## src/rtl/tctp_pkg.sv

```systemverilog
// Shared types, constants, node addressing and the control program of the placement unit.
`default_nettype none
package tctp_pkg;

    localparam int TREE_HEIGHT = 3;
    localparam int LEAF_W      = 7;
    localparam int VALUE_W     = 32;
    localparam int STATUS_W    = 2;
    localparam int LEVEL_W     = 2;
    localparam int POS_W       = TREE_HEIGHT;
    localparam int TREE_W      = LEAF_W - POS_W;
    localparam int NODE_W      = TREE_HEIGHT + 1;
    localparam int ADDR_W      = TREE_W + NODE_W;
    localparam int DEPTH       = 1 << ADDR_W;
    localparam int PC_W        = 3;

    typedef logic [LEVEL_W-1:0] t_level;
    typedef logic [ADDR_W-1:0]  t_addr;
    typedef logic [PC_W-1:0]    t_pc;

    localparam logic [STATUS_W-1:0] ST_FIRST    = 2'd0;
    localparam logic [STATUS_W-1:0] ST_SECOND   = 2'd1;
    localparam logic [STATUS_W-1:0] ST_OVERFLOW = 2'd2;
    localparam logic [STATUS_W-1:0] ST_PATH     = 2'd3;

    localparam logic [1:0] COND_NEVER = 2'd0;
    localparam logic [1:0] COND_CLIMB = 2'd1;
    localparam logic [1:0] COND_MORE  = 2'd2;

    localparam t_pc PC_INIT   = 3'd0;
    localparam t_pc PC_CLIMB  = 3'd1;
    localparam t_pc PC_PLACE  = 3'd2;
    localparam t_pc PC_ISSUE  = 3'd3;
    localparam t_pc PC_EMIT   = 3'd4;

    localparam t_level TOP_LEVEL = LEVEL_W'(TREE_HEIGHT);

    typedef struct packed {
        logic       init;
        logic       climb;
        logic       place;
        logic       rd_issue;
        logic       rd_emit;
        logic [1:0] cond;
        t_pc        target;
        logic       fin;
    } t_uword;

    typedef struct packed {
        logic climb_busy;
        logic more_levels;
    } t_dp_stat;

    function automatic t_uword ucode(input t_pc pc);
        t_uword w;
        w = '0;
        case (pc)
            PC_INIT: begin
                w.init = 1'b1;
            end
            PC_CLIMB: begin
                w.climb  = 1'b1;
                w.cond   = COND_CLIMB;
                w.target = PC_CLIMB;
            end
            PC_PLACE: begin
                w.place = 1'b1;
                w.fin   = 1'b1;
            end
            PC_ISSUE: begin
                w.rd_issue = 1'b1;
            end
            PC_EMIT: begin
                w.rd_emit = 1'b1;
                w.cond    = COND_MORE;
                w.target  = PC_ISSUE;
                w.fin     = 1'b1;
            end
            default: begin
                w.fin = 1'b1;
            end
        endcase
        return w;
    endfunction

    // Heap numbering inside a tree: the node on the path to a leaf at a given depth.
    function automatic t_addr node_addr(input logic [LEAF_W-1:0] leaf, input t_level lvl);
        logic [NODE_W-1:0] first;
        logic [NODE_W-1:0] offs;
        logic [POS_W-1:0]  pos;
        pos   = leaf[POS_W-1:0];
        first = (NODE_W'(1) << lvl) - NODE_W'(1);
        offs  = NODE_W'(pos >> (LEVEL_W'(TREE_HEIGHT) - lvl));
        return {leaf[LEAF_W-1:POS_W], first + offs};
    endfunction

endpackage
`default_nettype wire

```

## src/rtl/tctp_seq.sv

```systemverilog
// Microcode sequencer: step counter, control store lookup and conditional jumps.
`default_nettype none
module tctp_seq (
    input  wire                  i_clk,
    input  wire                  i_rst_n,
    input  wire                  i_accept,
    input  wire                  i_action,
    input  tctp_pkg::t_dp_stat   i_stat,
    output tctp_pkg::t_uword     o_uword,
    output logic                 o_busy
);

    logic             r_run;
    logic             n_run;
    tctp_pkg::t_pc    r_pc;
    tctp_pkg::t_pc    n_pc;
    tctp_pkg::t_uword uw;
    logic             take;

    always_comb begin
        uw = r_run ? tctp_pkg::ucode(r_pc) : '0;
        case (uw.cond)
            tctp_pkg::COND_CLIMB: take = i_stat.climb_busy;
            tctp_pkg::COND_MORE:  take = i_stat.more_levels;
            default:              take = 1'b0;
        endcase
        n_run = r_run;
        n_pc  = r_pc;
        if (!r_run) begin
            if (i_accept) begin
                n_run = 1'b1;
                n_pc  = i_action ? tctp_pkg::PC_ISSUE : tctp_pkg::PC_INIT;
            end
        end else if (take) begin
            n_pc = uw.target;
        end else if (uw.fin) begin
            n_run = 1'b0;
        end else begin
            n_pc = r_pc + tctp_pkg::t_pc'(1);
        end
    end

    always_ff @(posedge i_clk) begin
        if (!i_rst_n) begin
            r_run <= 1'b0;
            r_pc  <= tctp_pkg::PC_INIT;
        end else begin
            r_run <= n_run;
            r_pc  <= n_pc;
        end
    end

    assign o_uword = uw;
    assign o_busy  = r_run;

endmodule
`default_nettype wire

```

## config.mk

```make
export PLATFORM = sky130hd
export DESIGN_NAME = tctp_seq
export DESIGN_NICKNAME = d
export VERILOG_FILES = /design/src/rtl/tctp_pkg.sv /design/src/rtl/tctp_seq.sv
export SDC_FILE = /design/constraint.sdc
export NUM_CORES = 1
export LEC_CHECK = 0
export BUFFER_PORTS_ARGS = -buffer_cell sky130_fd_sc_hd__buf_2
export CAP_MARGIN = 20
export CORE_AREA = 2 2 39 41
export CTS_CLUSTER_DIAMETER = 80
export DETAILED_ROUTE_END_ITERATION = 16
export DIE_AREA = 0 0 41 43
export PLACE_DENSITY_LB_ADDON = 0.2
export REMOVE_ABC_BUFFERS = 1
export SETUP_SLACK_MARGIN = 0.15
export SYNTH_ARGS = -nofsm -noshare
export SYNTH_HDL_FRONTEND = slang
export SYNTH_SLANG_ARGS = --single-unit
export TNS_END_PERCENT = 10
```

## constraint.sdc

```tcl
create_clock -name i_clk -period 6 [get_ports i_clk]
set_input_delay 0.9 -clock i_clk [delete_from_list [all_inputs] [get_ports i_clk]]
set_output_delay 0.9 -clock i_clk [all_outputs]
set_load 0.05 [all_outputs]
```

Yosys cells after proc, flatten, opt, wreduce, memory -nomap -nowiden
Cells that the tools add are included.
{"block": "totals", "input_bits": 6, "register_bits": 4}
{"block": "classes", "reduce_logical": 4, "eq_ne": 7, "mux": 18, "addsub": 1}
{"op": "$mux 3", "count": 4}
{"op": "$mux 11", "count": 1}
{"op": "$mux 1", "count": 10}
{"op": "$pmux 5 s2", "count": 1}
{"op": "$eq 3x2->1 const B", "count": 2}
{"op": "$add 3x1->3 const B", "count": 1}
{"op": "$eq 3x1->1 const B", "count": 1}
{"op": "$eq 3x3->1 const B", "count": 1}
{"op": "$logic_not 3->1", "count": 1}
{"op": "$ne 3x2->1 const B", "count": 1}
{"op": "$reduce_or 3->1", "count": 1}
{"op": "$eq 2x1->1 const B", "count": 1}
{"op": "$eq 2x2->1 const B", "count": 1}
{"op": "$mux 2", "count": 1}
{"op": "$pmux 1 s2", "count": 1}
{"op": "$reduce_and 2->1", "count": 1}
{"op": "$reduce_bool 2->1", "count": 1}

Depth between registers and ports, before layout
Gate-level depths: netlist of the first run.
{"block": "depth", "word_depth": 8, "mapped_depth": 9, "depth_no_buf": 9}

Worst setup path before layout of the first run
OpenSTA, ideal clock, no wires.
{"block": "synth_path", "kind": "reg-to-reg", "start": "reg r_run, in the netlist o_busy", "end": "reg r_pc[0]", "setup_ns": 0.122, "path_buffers": 1, "path_stages_with_launch": 8, "slack_ns": 3.307, "arrival_ns": 2.571, "path_cell_list": "dfxtp_1 > clkbuf_1 > nand3_1 > inv_1 > ha_1 > nor2_1 > mux2_2 > o311a_1"}
{"item": "start: declaration", "line_no": "tctp_seq.sv:13", "source": "logic r_run;"}
{"item": "start signal: assignment", "line_no": "tctp_seq.sv:48", "source": "r_run <= n_run;"}
{"item": "end signal: assignment", "line_no": "tctp_seq.sv:46", "source": "r_pc <= tctp_pkg::PC_INIT;"}
{"item": "end signal: assignment", "line_no": "tctp_seq.sv:49", "source": "r_pc <= n_pc;"}
{"item": "end: declaration", "line_no": "tctp_seq.sv:15", "source": "tctp_pkg::t_pc r_pc;"}

==> results of run 1 <==
## stage by stage
| stage | utilization [%] | std cells | instance area, sq um |
|---|---|---|---|
| floorplan | - | 49 | 400.4 |
| CTS | 37.79 | 84 | 523.0 |
| global placement | 36.17 | 81 | 500.5 |
| global route | 37.79 | 84 | 523.0 |
| detailed placement | 36.17 | 81 | 500.5 |
| finish | 37.79 | 84 | 523.0 |
## report_power, final
group          internal, mW  switching (mW)
Combinational        0.0147          0.0303
Clock                0.0222         0.00886
Sequential           0.0295         0.00461
Total                0.0664          0.0438
## per-layer routing
layer | global-route usage [%] | vias to the layer above
li1 | - | 212
met1 | 14.15 | 184
met2 | 18.13 | 15
met3 | 4.712 | 2
met4 | 2.000 | 0
met5 | 0 | -
## synthesized netlist by cell type (2+ instances only)
cell | number | area share, %
inv_1 | 9 | 7.8
ha_1 | 7 | 20
nor2_1 | 6 | 5.2
buf_4 | 4 | 6.9
dfxtp_1 | 4 | 18
o21ai_0 | 3 | 3.5
nand3_1 | 2 | 2.3
nor3_1 | 2 | 2.3
## flip-flops by register name (all words and copies together), names as in the netlist
name	cells
o_busy	1
r_pc	3
## path summary, 6_finish.rpt
| check | start | cells past startpoint | slack, ps | to |
|---|---|---|---|---|
| worst min register to register | r_pc[1] | 1 | 590 | r_pc[1] |
| worst min-delay path | r_pc[1] | 1 | 590 | r_pc[1] |
| worst max register to register | r_pc[0] | 9 | 3810 | r_pc[2] |
| worst max-delay path | r_pc[0] | 6 | 3560 | o_uword[0] |
## cell families (layout without fill, tap and decap cells)
family | Yosys count | in the layout | share of synthesized area, %
fa+ha+maj | 7 | 7 | 20.17
mux | 2 | 2 | 4.899
compound gates | 10 | 10 | 20.75
simple gates | 16 | 16 | 19.31
buf+inv | 14 | 28 | 15.56
other cells | 1 | 1 | 0.8637
flops | 4 | 4 | 18.44
## area by class of cell
| type | instances | area [sq um] | share of cell area (%) |
|---|---|---|---|
| multi-input cells | 36 | 286.5 | 54.78 |
| flip-flops and latches | 4 | 80.08 | 15.31 |
| repair buffers | 16 | 80.08 | 15.31 |
| inverters | 9 | 33.78 | 6.459 |
| clock buffers | 3 | 22.52 | 4.306 |
| well taps | 16 | 20.02 | 3.828 |
==> out/qor.csv, run 1 <==
stage,metric,value,unit
routing,dr_wl_met2,395,um
floorplanning,design.core.area,1384,sq um
logic_synthesis,synth_edf_count,0,
timing,hold_viol_final,0,
finish,num_antenna_cells,0,
min_path,min_path_type,flip-flop to flip-flop,
clock_network,cts_resized,0,
critical_path,path_buf_inv,3,
place,gp_congestion,0.7229,
critical_path,cp-start-kind,flip-flop,
clock_network,cts_hold_buffers,0,
timing,timing.fmax,0.4095,GHz
floorplanning,row_count,14,
critical_path,crit_arrival,1540,ps
floorplanning,initial_core_util,31.37,%
routing,drt-met1-wl,394,um
floorplanning,die_x,41,um
timing,setup_viol,0,
critical_path,crit_path_end_kind,output port,
floorplanning,die_y,43,um
job,cap_viol_max_count,0,
finish,fin_nets,83,
finish,fillers,157,
routing,wl_met3,65,um
clock_network,insertion_delay,230,ps
logic_synthesis,post_synth_num_cell_types,25,
routing,avgRoutedWirePerCell,10.21,um
timing,layout_min_cycle_time,2442,ps
logic_synthesis,synthFlopType,dfxtp_1,
logic_synthesis,ys_seq_area_share,18.44,%
critical_path,cp.required,5100,ps
place,dpl_worst_slack,3786,ps
routing,drtIter0Drc,5,
logic_synthesis,synthCells,54,
logic_synthesis,synth_seq_cells,4,
timing,fin_ws,3558,ps
routing,viasPerCell,4.917,
global_route,grt_pass1_vias,359,
timing,clock_skew,3.320,ps
global_route,track_usage,11.45,%
clock_network,cts_tree,built,
logic_synthesis,synthArstFlopShare,0,%
critical_path,cpLargestDelayFamily,buffers and inverters,
power,leakage,0.3016,nW
finish,drive_gt1_share,35.29,%
clock_network,clkSlewWorstSetupHoldPaths,40,ps
global_route,grt_overflow_total,0,
floorplanning,ios,18,
global_route,grt_max_degree,14,
finish,final_cell_mix,"buf_2, inv_1, ha_1, nor2_1, dfxtp_1",
finish,area_delta_synth_final,20.46,%
place,port_buffers,16,
clock_network,cts_buffers,3,
routing,ant_nets,0,
power,ir_drop,0.1402,mV
clock_network,cts_buffer_depth,2,
logic_synthesis,syn_area_per_cell,8.040,sq um
routing,vias,413,
logic_synthesis,yosysWarnings,0,
timing,grt_setup_unrepaired,no,
clock_network,cts_root_buf,clkbuf_4,
clock_network,cts_sinks,4,
finish,mostFrequentLayoutCell,buf_2,
critical_path,crit_fanout,5,
routing,drc,0,
routing,routed_wl,858,um
critical_path,crit_top_cell,inv_1,
timing,drv_slew,0,
power,power_density,210.6,nW/um^2
critical_path,slowest_delay,380,ps
run_status,outcome,"finished, final reports clean",
timing,fin_crit_sh,40.70,%
power,power,110.2,uW
critical_path,cp_cell_sequence,inv_1 > ha_1 > nor2_2 > o21ai_0 > inv_1 > buf_2,
routing,routed.top_layer,met4,
place,dp_hpwl,697.5,um
timing,whs,588.3,ps
floorplanning,die_area,1763,sq um
routing,drtPass1Iterations,4,
logic_synthesis,netlist_area,434.2,sq um
critical_path,slowest_stage,dfxtp_1,
clock_network,htree_levels,1,
global_route,grt_pass1_wl,1.414,mm
global_route,antenna_found_initial,0,
clock_network,cts_setup_buffers,0,
timing,tns,0,ps
critical_path,critical_path_class,flip-flop to output port,
(Power assumes the default switching activity.)
==> run 2: changes to the inputs <==
--- a/config.mk
+++ b/config.mk
@@ -5,6 +5,7 @@
 export SDC_FILE = /design/constraint.sdc
 export NUM_CORES = 1
 export LEC_CHECK = 0
+export ABC_AREA = 1
 export BUFFER_PORTS_ARGS = -buffer_cell sky130_fd_sc_hd__buf_2
 export CAP_MARGIN = 20
 export CORE_AREA = 2 2 39 41
==> constraint.sdc (replaced) <==
create_clock -name i_clk -period 2.3 [get_ports i_clk]
set_input_delay 0.345 -clock i_clk [delete_from_list [all_inputs] [get_ports i_clk]]
set_output_delay 0.345 -clock i_clk [all_outputs]
set_load 0.05 [all_outputs]
==> run 2 against run 1 <==
Effect of this change: clock skew rose by 1.3 ps; critical path type is now flip-flop to flip-flop; clock power rose to 2.7 times the previous value; setup slack got worse by 3100 ps; final cell count grew 26%.
==> out/qor.csv, run 2 <==
stage,metric,value,unit
run_status,outcome,"finished, final reports clean",
job,cap_viol_max_count,0,
timing,fin_crit_sh,81.10,%
critical_path,crit_path_end_kind,flip-flop,
floorplanning,row_count,14,
logic_synthesis,netlist_area,462.9,sq um
global_route,grt_pass1_wl,1.455,mm
global_route,grt_overflow_total,0,
finish,area_delta_synth_final,21.89,%
global_route,grt_pass1_vias,350,
logic_synthesis,synth_seq_cells,4,
floorplanning,initial_core_util,33.45,%
routing,avgRoutedWirePerCell,7.858,um
finish,multiInputGateArea,297.8,sq um
logic_synthesis,synth.most_common_cell,nand2_1,
logic_synthesis,synthFlopType,dfxtp_1,
timing,hold_viol_final,0,
floorplanning,design.core.area,1384,sq um
finish,final_cell_mix,"nand2_1, buf_2, inv_1, nor2_1, ha_1",
clock_network,cts_tree,built,
clock_network,cts_root_buf,clkbuf_4,
finish,top_register,r_pc,
place,place_area,536.8,sq um
finish,fin_cells,106,
finish,drive_gt1_share,31.11,%
clock_network,cts_buffer_depth,2,
clock_network,insertion_delay,230,ps
floorplanning,die_y,43,um
timing,clock_skew,4.669,ps
global_route,antenna_found_initial,0,
clock_network,cts_hold_buffers,0,
routing,drtPass1Iterations,4,
logic_synthesis,synth_edf_count,0,
logic_synthesis,synthArstFlopShare,0,%
critical_path,crit_arrival,1990,ps
timing,whs,359.3,ps
global_route,track_usage,11.96,%
timing,timing.fmax,0.5361,GHz
logic_synthesis,yosys-top-cells-area,"ha_1, dfxtp_1, nand2_1, inv_1, nor2_1",
timing,drv_slew,0,
timing,setup_viol,0,
min_path,min_path_type,primary input to flip-flop,
logic_synthesis,yosysWarnings,0,
logic_synthesis,synth_largest_area_cell,ha_1,
logic_synthesis,synth_top_area_share,18.92,%
power,ir_drop,0.3928,mV
critical_path,crit_fanout,6,
clock_network,cts_sinks,4,
floorplanning,ios,18,
routing,routed_wl,833,um
clock_network,clkSlewWorstSetupHoldPaths,40,ps
power,leakage,0.3656,nW
floorplanning,die_area,1763,sq um
logic_synthesis,ys_seq_area_share,17.30,%
finish,fin_nets,105,
clock_network,cts_buffers,3,
place,port_buffers,16,
place,gp_congestion,0.7129,
logic_synthesis,syn_area_per_cell,6.256,sq um
finish,largest_reg_flops,3,
logic_synthesis,synth_commonest_cells,"nand2_1, inv_1, nor2_1",
routing,drtIter0Drc,4,
routing,viasPerCell,3.991,
global_route,grt_max_degree,8,
logic_synthesis,post_synth_num_cell_types,15,
finish,seq_area,80.08,sq um
clock_network,htree_levels,1,
clock_network,cts_resized,0,
finish,fillers,149,
finish,mostFrequentLayoutCell,nand2_1,
power,power_density,649.6,nW/um^2
timing,layout_min_cycle_time,1865,ps
floorplanning,die_x,41,um
place,place_inst,103,
logic_synthesis,synthCells,74,
finish,fin_area,564.3,sq um
routing,drc,0,
critical_path,critical_path_class,flip-flop to flip-flop,
critical_path,cp.required,2420,ps
power,power,366.6,uW
routing,vias,423,
place,dp_hpwl,701.6,um
timing,grt_setup_unrepaired,no,
finish,num_antenna_cells,0,
timing,tns,0,ps
clock_network,cts_setup_buffers,0,
routing,ant_nets,0,
critical_path,cp-start-kind,flip-flop,
## run 2: changes by cell type after synthesis, sizes merged, moves of 2 or more
| cell | before | now |
|---|---|---|
| nand2 | 0 | 21 |
| nor3 | 2 | 0 |
| o21ai | 3 | 0 |
| inv | 9 | 15 |
| a21oi | 1 | 3 |
| nor2 | 7 | 15 |
| and3 | 2 | 0 |
## run 2: final cells by class
| type | instances | area share, % |
|---|---|---|
| inverters | 15 | 9.978 |
| well taps | 16 | 3.548 |
| repair buffers | 17 | 15.52 |
| multi-input cells | 51 | 52.77 |
| clock buffers | 3 | 3.991 |
| flip-flops and latches | 4 | 14.19 |
## run 2: path summary, 6_finish.rpt
kind         slack, ps     from      end  depth (start not counted)
max                430  r_pc[0]  r_pc[0]                         14
min                360  i_rst_n  r_pc[1]                          3
max reg2reg        430  r_pc[0]  r_pc[0]                         14
min reg2reg        610  r_pc[1]  r_pc[1]                          4
## run 2: worst max-delay path, stage by stage, from the launching register on
cell	delay (ps)
dfxtp_1	350
inv_2	90
ha_1	160
inv_1	90
nor2_4	160
inv_1	60
ha_1	280
inv_1	50
nand2_1	100
nand2_2	120
nand2_4	70
nor2_2	70
nand2_1	50
nand2_1	60
inv_1	30
## run 2: routing by layer
metal	routed length, um	vias to the layer above	track usage [%]
met1	443	164	20.00
met4	0	0	2.000
met5	0	-	0
met2	344	12	14.06
met3	45	0	4.712
li1	-	247	-
## run 2: stage by stage
stage          worst slack, ps  util, %
4_1_cts                  316.0    40.42
3_5_place_dp             327.4    38.79
2_1_floorplan           -870.8        -
3_3_place_gp             334.0    38.79
5_1_grt                  176.5    40.78
6_report                 434.7    40.78
## run 2: power breakdown
group / total, mW / switching (mW) / internal, mW
Sequential: 0.0948 / 0.0143 / 0.0805
Combinational: 0.187 / 0.132 / 0.0554
Clock: 0.0846 / 0.0264 / 0.0582
Total: 0.367 / 0.172 / 0.194
## run 2: kinds of logic after synthesis
group	after synthesis	share of synthesized area [%]
buffers and inverters	19	19.46
adder cells (fa/ha/maj)	7	18.92
other	1	0.8100
flip-flops	4	17.30
AND/OR/NAND/NOR	40	40.27
AO/OA/AOI/OAI	3	3.242
==> run 3: changes to the inputs <==
==> constraint.sdc (replaced) <==
create_clock -name i_clk -period 1.89 [get_ports i_clk]
set_input_delay 0.2835 -clock i_clk [delete_from_list [all_inputs] [get_ports i_clk]]
set_output_delay 0.2835 -clock i_clk [all_outputs]
set_load 0.05 [all_outputs]
==> run 3 against run 2 <==
Effect of this change: sequential power up 23%; clock skew down 2.4 ps; final area up 24%; clock power up 19%; core utilization up 9.7 points; highest routed layer unchanged; critical path type unchanged; setup slack worse by 180 ps; combinational power up 65%; first-iteration DRC count unchanged; hold slack worse by 64 ps; largest power group unchanged; critical path depth down 1; non-clock buffer count up 7.
==> out/qor.csv, run 3 (synthesis gave the netlist of run 2 again) <==
stage,metric,value,unit
routing,drtPass1Iterations,4,
min_path,worstHoldStart,i_rst_n,
place,gp_congestion,0.7605,
finish,top_register,r_pc,
power,ir_drop,0.3728,mV
critical_path,cp.required,2010,ps
power,power_switching,241.3,uW
floorplanning,row_count,14,
global_route,grt_pass1_vias,377,
routing,drtIter0Drc,4,
timing,layout_min_cycle_time,1633,ps
routing,drc,0,
finish,fin_nets,112,
clock_network,clkSlewWorstSetupHoldPaths,40,ps
global_route,grt_overflow_total,0,
floorplanning,ios,18,
finish,final_cell_mix,"buf_2, nand2_1, nor2_1, inv_1, buf_4",
global_route,track_usage,11.85,%
timing,grt_setup_unrepaired,no,
routing,ant_nets,0,
critical_path,r2r-start,r_pc[1],
floorplanning,die_y,43,um
floorplanning,die_area,1763,sq um
clock_network,cts_sinks,4,
power,leakage,0.4146,nW
global_route,met2_usage,16.56,%
finish,fillers,136,
power,comb_power_share,58.5,%
routing,avgRoutedWirePerCell,8.982,um
finish,fin_cells,113,
global_route,antenna_found_initial,0,
power,sw_frac_of_total,45.78,%
timing,fin_crit_sh,86.40,%
power,pwr-share-clk,19.3,%
timing,drv_slew,0,
clock_network,htree_levels,1,
global_route,grt_pass1_wl,1.407,mm
floorplanning,initial_core_util,33.45,%
global_route,grt_max_degree,9,
floorplanning,design.core.area,1384,sq um
global_route,grt_util_met3,4.712,%
floorplanning,die_x,41,um
timing,tns,0,ps
timing,setup_viol,0,
critical_path,crit_fanout,4,
global_route,grt_most_used_layer,met2,
critical_path,cp-startpoint,r_pc[1],
routing,routed_wl,1.015,mm
critical_path,crit_arrival,1750,ps
power,seq_power_share,22.2,%
job,cap_viol_max_count,0,
clock_network,cts_hold_buffers,0,
place,place_inst,106,
timing,clock_skew,2.248,ps
timing,timing.fmax,0.6124,GHz
power,power_density,754.9,nW/um^2
critical_path,r2r_setup_slack,260,ps
finish,drive_gt1_share,55.67,%
timing,hold_viol_final,0,
min_path,min_path_type,primary input to flip-flop,
finish,largest_reg_flops,3,
finish,mostFrequentLayoutCell,buf_2,
clock_network,cts_root_buf,clkbuf_4,
clock_network,insertion_delay,230,ps
place,port_buffers,16,
clock_network,cts_buffer_depth,2,
finish,num_antenna_cells,0,
finish,area_delta_synth_final,50.81,%
clock_network,cts_tree,built,
global_route,grtUsageMet1,15.11,%
place,dp_hpwl,746.9,um
critical_path,crit_path_end_kind,flip-flop,
critical_path,cp-start-kind,flip-flop,
clock_network,cts_buffers,3,
routing,vias,473,
critical_path,critical_path_class,flip-flop to flip-flop,
routing,viasPerCell,4.186,
run_status,outcome,"finished, final reports clean",
power,intPower,285.8,uW
## run 3: cell count changes in the layout (fill, tap and decap cells not counted), moves of 3 or more
cell     delta
inv_1       -7
ha_1        -4
nand2_1     -4
ha_4        +3
inv_2       +5
buf_4       +6
## run 3: cell type report
cell class | count | area (sq um) | share of cell area, %
inverters | 15 | 61.31 | 8.781
clock buffers | 3 | 22.52 | 3.226
repair buffers | 24 | 143.9 | 20.61
multi-input cells | 51 | 367.9 | 52.69
flip-flops and latches | 4 | 82.58 | 11.83
well taps | 16 | 20.02 | 2.867
## run 3: path summary, 6_finish.rpt
path,endpoint,cells past startpoint
hold reg to reg,r_pc[2],4
setup / recovery,r_pc[1],13
hold / removal,r_pc[1],3
setup reg to reg,r_pc[1],13
## run 3: what timing repair did
| action | CTS | global route |
|---|---|---|
| pin swaps | 6 | 10 |
| setup buffers | 2 | 2 |
| setup endpoints to repair | 6 | 3 |
| cloned | 0 | 0 |
| hold endpoints to repair | 0 | 0 |
| gates resized for setup | 11 | 18 |
## run 3: metrics by stage
stage	worst slack [ps]	hold WS (ps)	utilization (%)	instance area (sq um)	power, mW
global route	133.7	289.5	50.45	698.2	0.5750
global placement	26.89	543.4	40.42	559.3	0.3550
detailed placement	39.75	546.1	40.42	559.3	0.3556
CTS	152.9	290.0	43.85	606.8	0.4824
finish	257.1	295.6	50.45	698.2	0.5270
floorplan	-1281	409.4	-	429.2	0.2940
## run 3: layer usage
metal / up-vias / wire, um
li1: 264 / -
met1: 197 / 447
met2: 12 / 514
met3: 0 / 53
met4: 0 / 0
met5: - / 0
## run 3: worst max-delay path, cell delays in order (launching register included)
cell and delay (ps):
dfxtp_2 330, inv_4 80, ha_4 140, inv_2 50
nor2_4 120, inv_1 80, ha_4 260, inv_2 40
nand2_4 100, inv_4 40, nor2_2 70, nor2_1 50
nor2_1 100, nor2_1 60
## run 3: power groups by stage
stage / clock network [mW] / logic (mW) / registers [mW]
finish: 0.101 / 0.308 / 0.117
global route: 0.114 / 0.342 / 0.118
detailed placement: 0 / 0.242 / 0.113
floorplan: 0 / 0.170 / 0.124
global placement: 0 / 0.242 / 0.113
CTS: 0.107 / 0.260 / 0.115
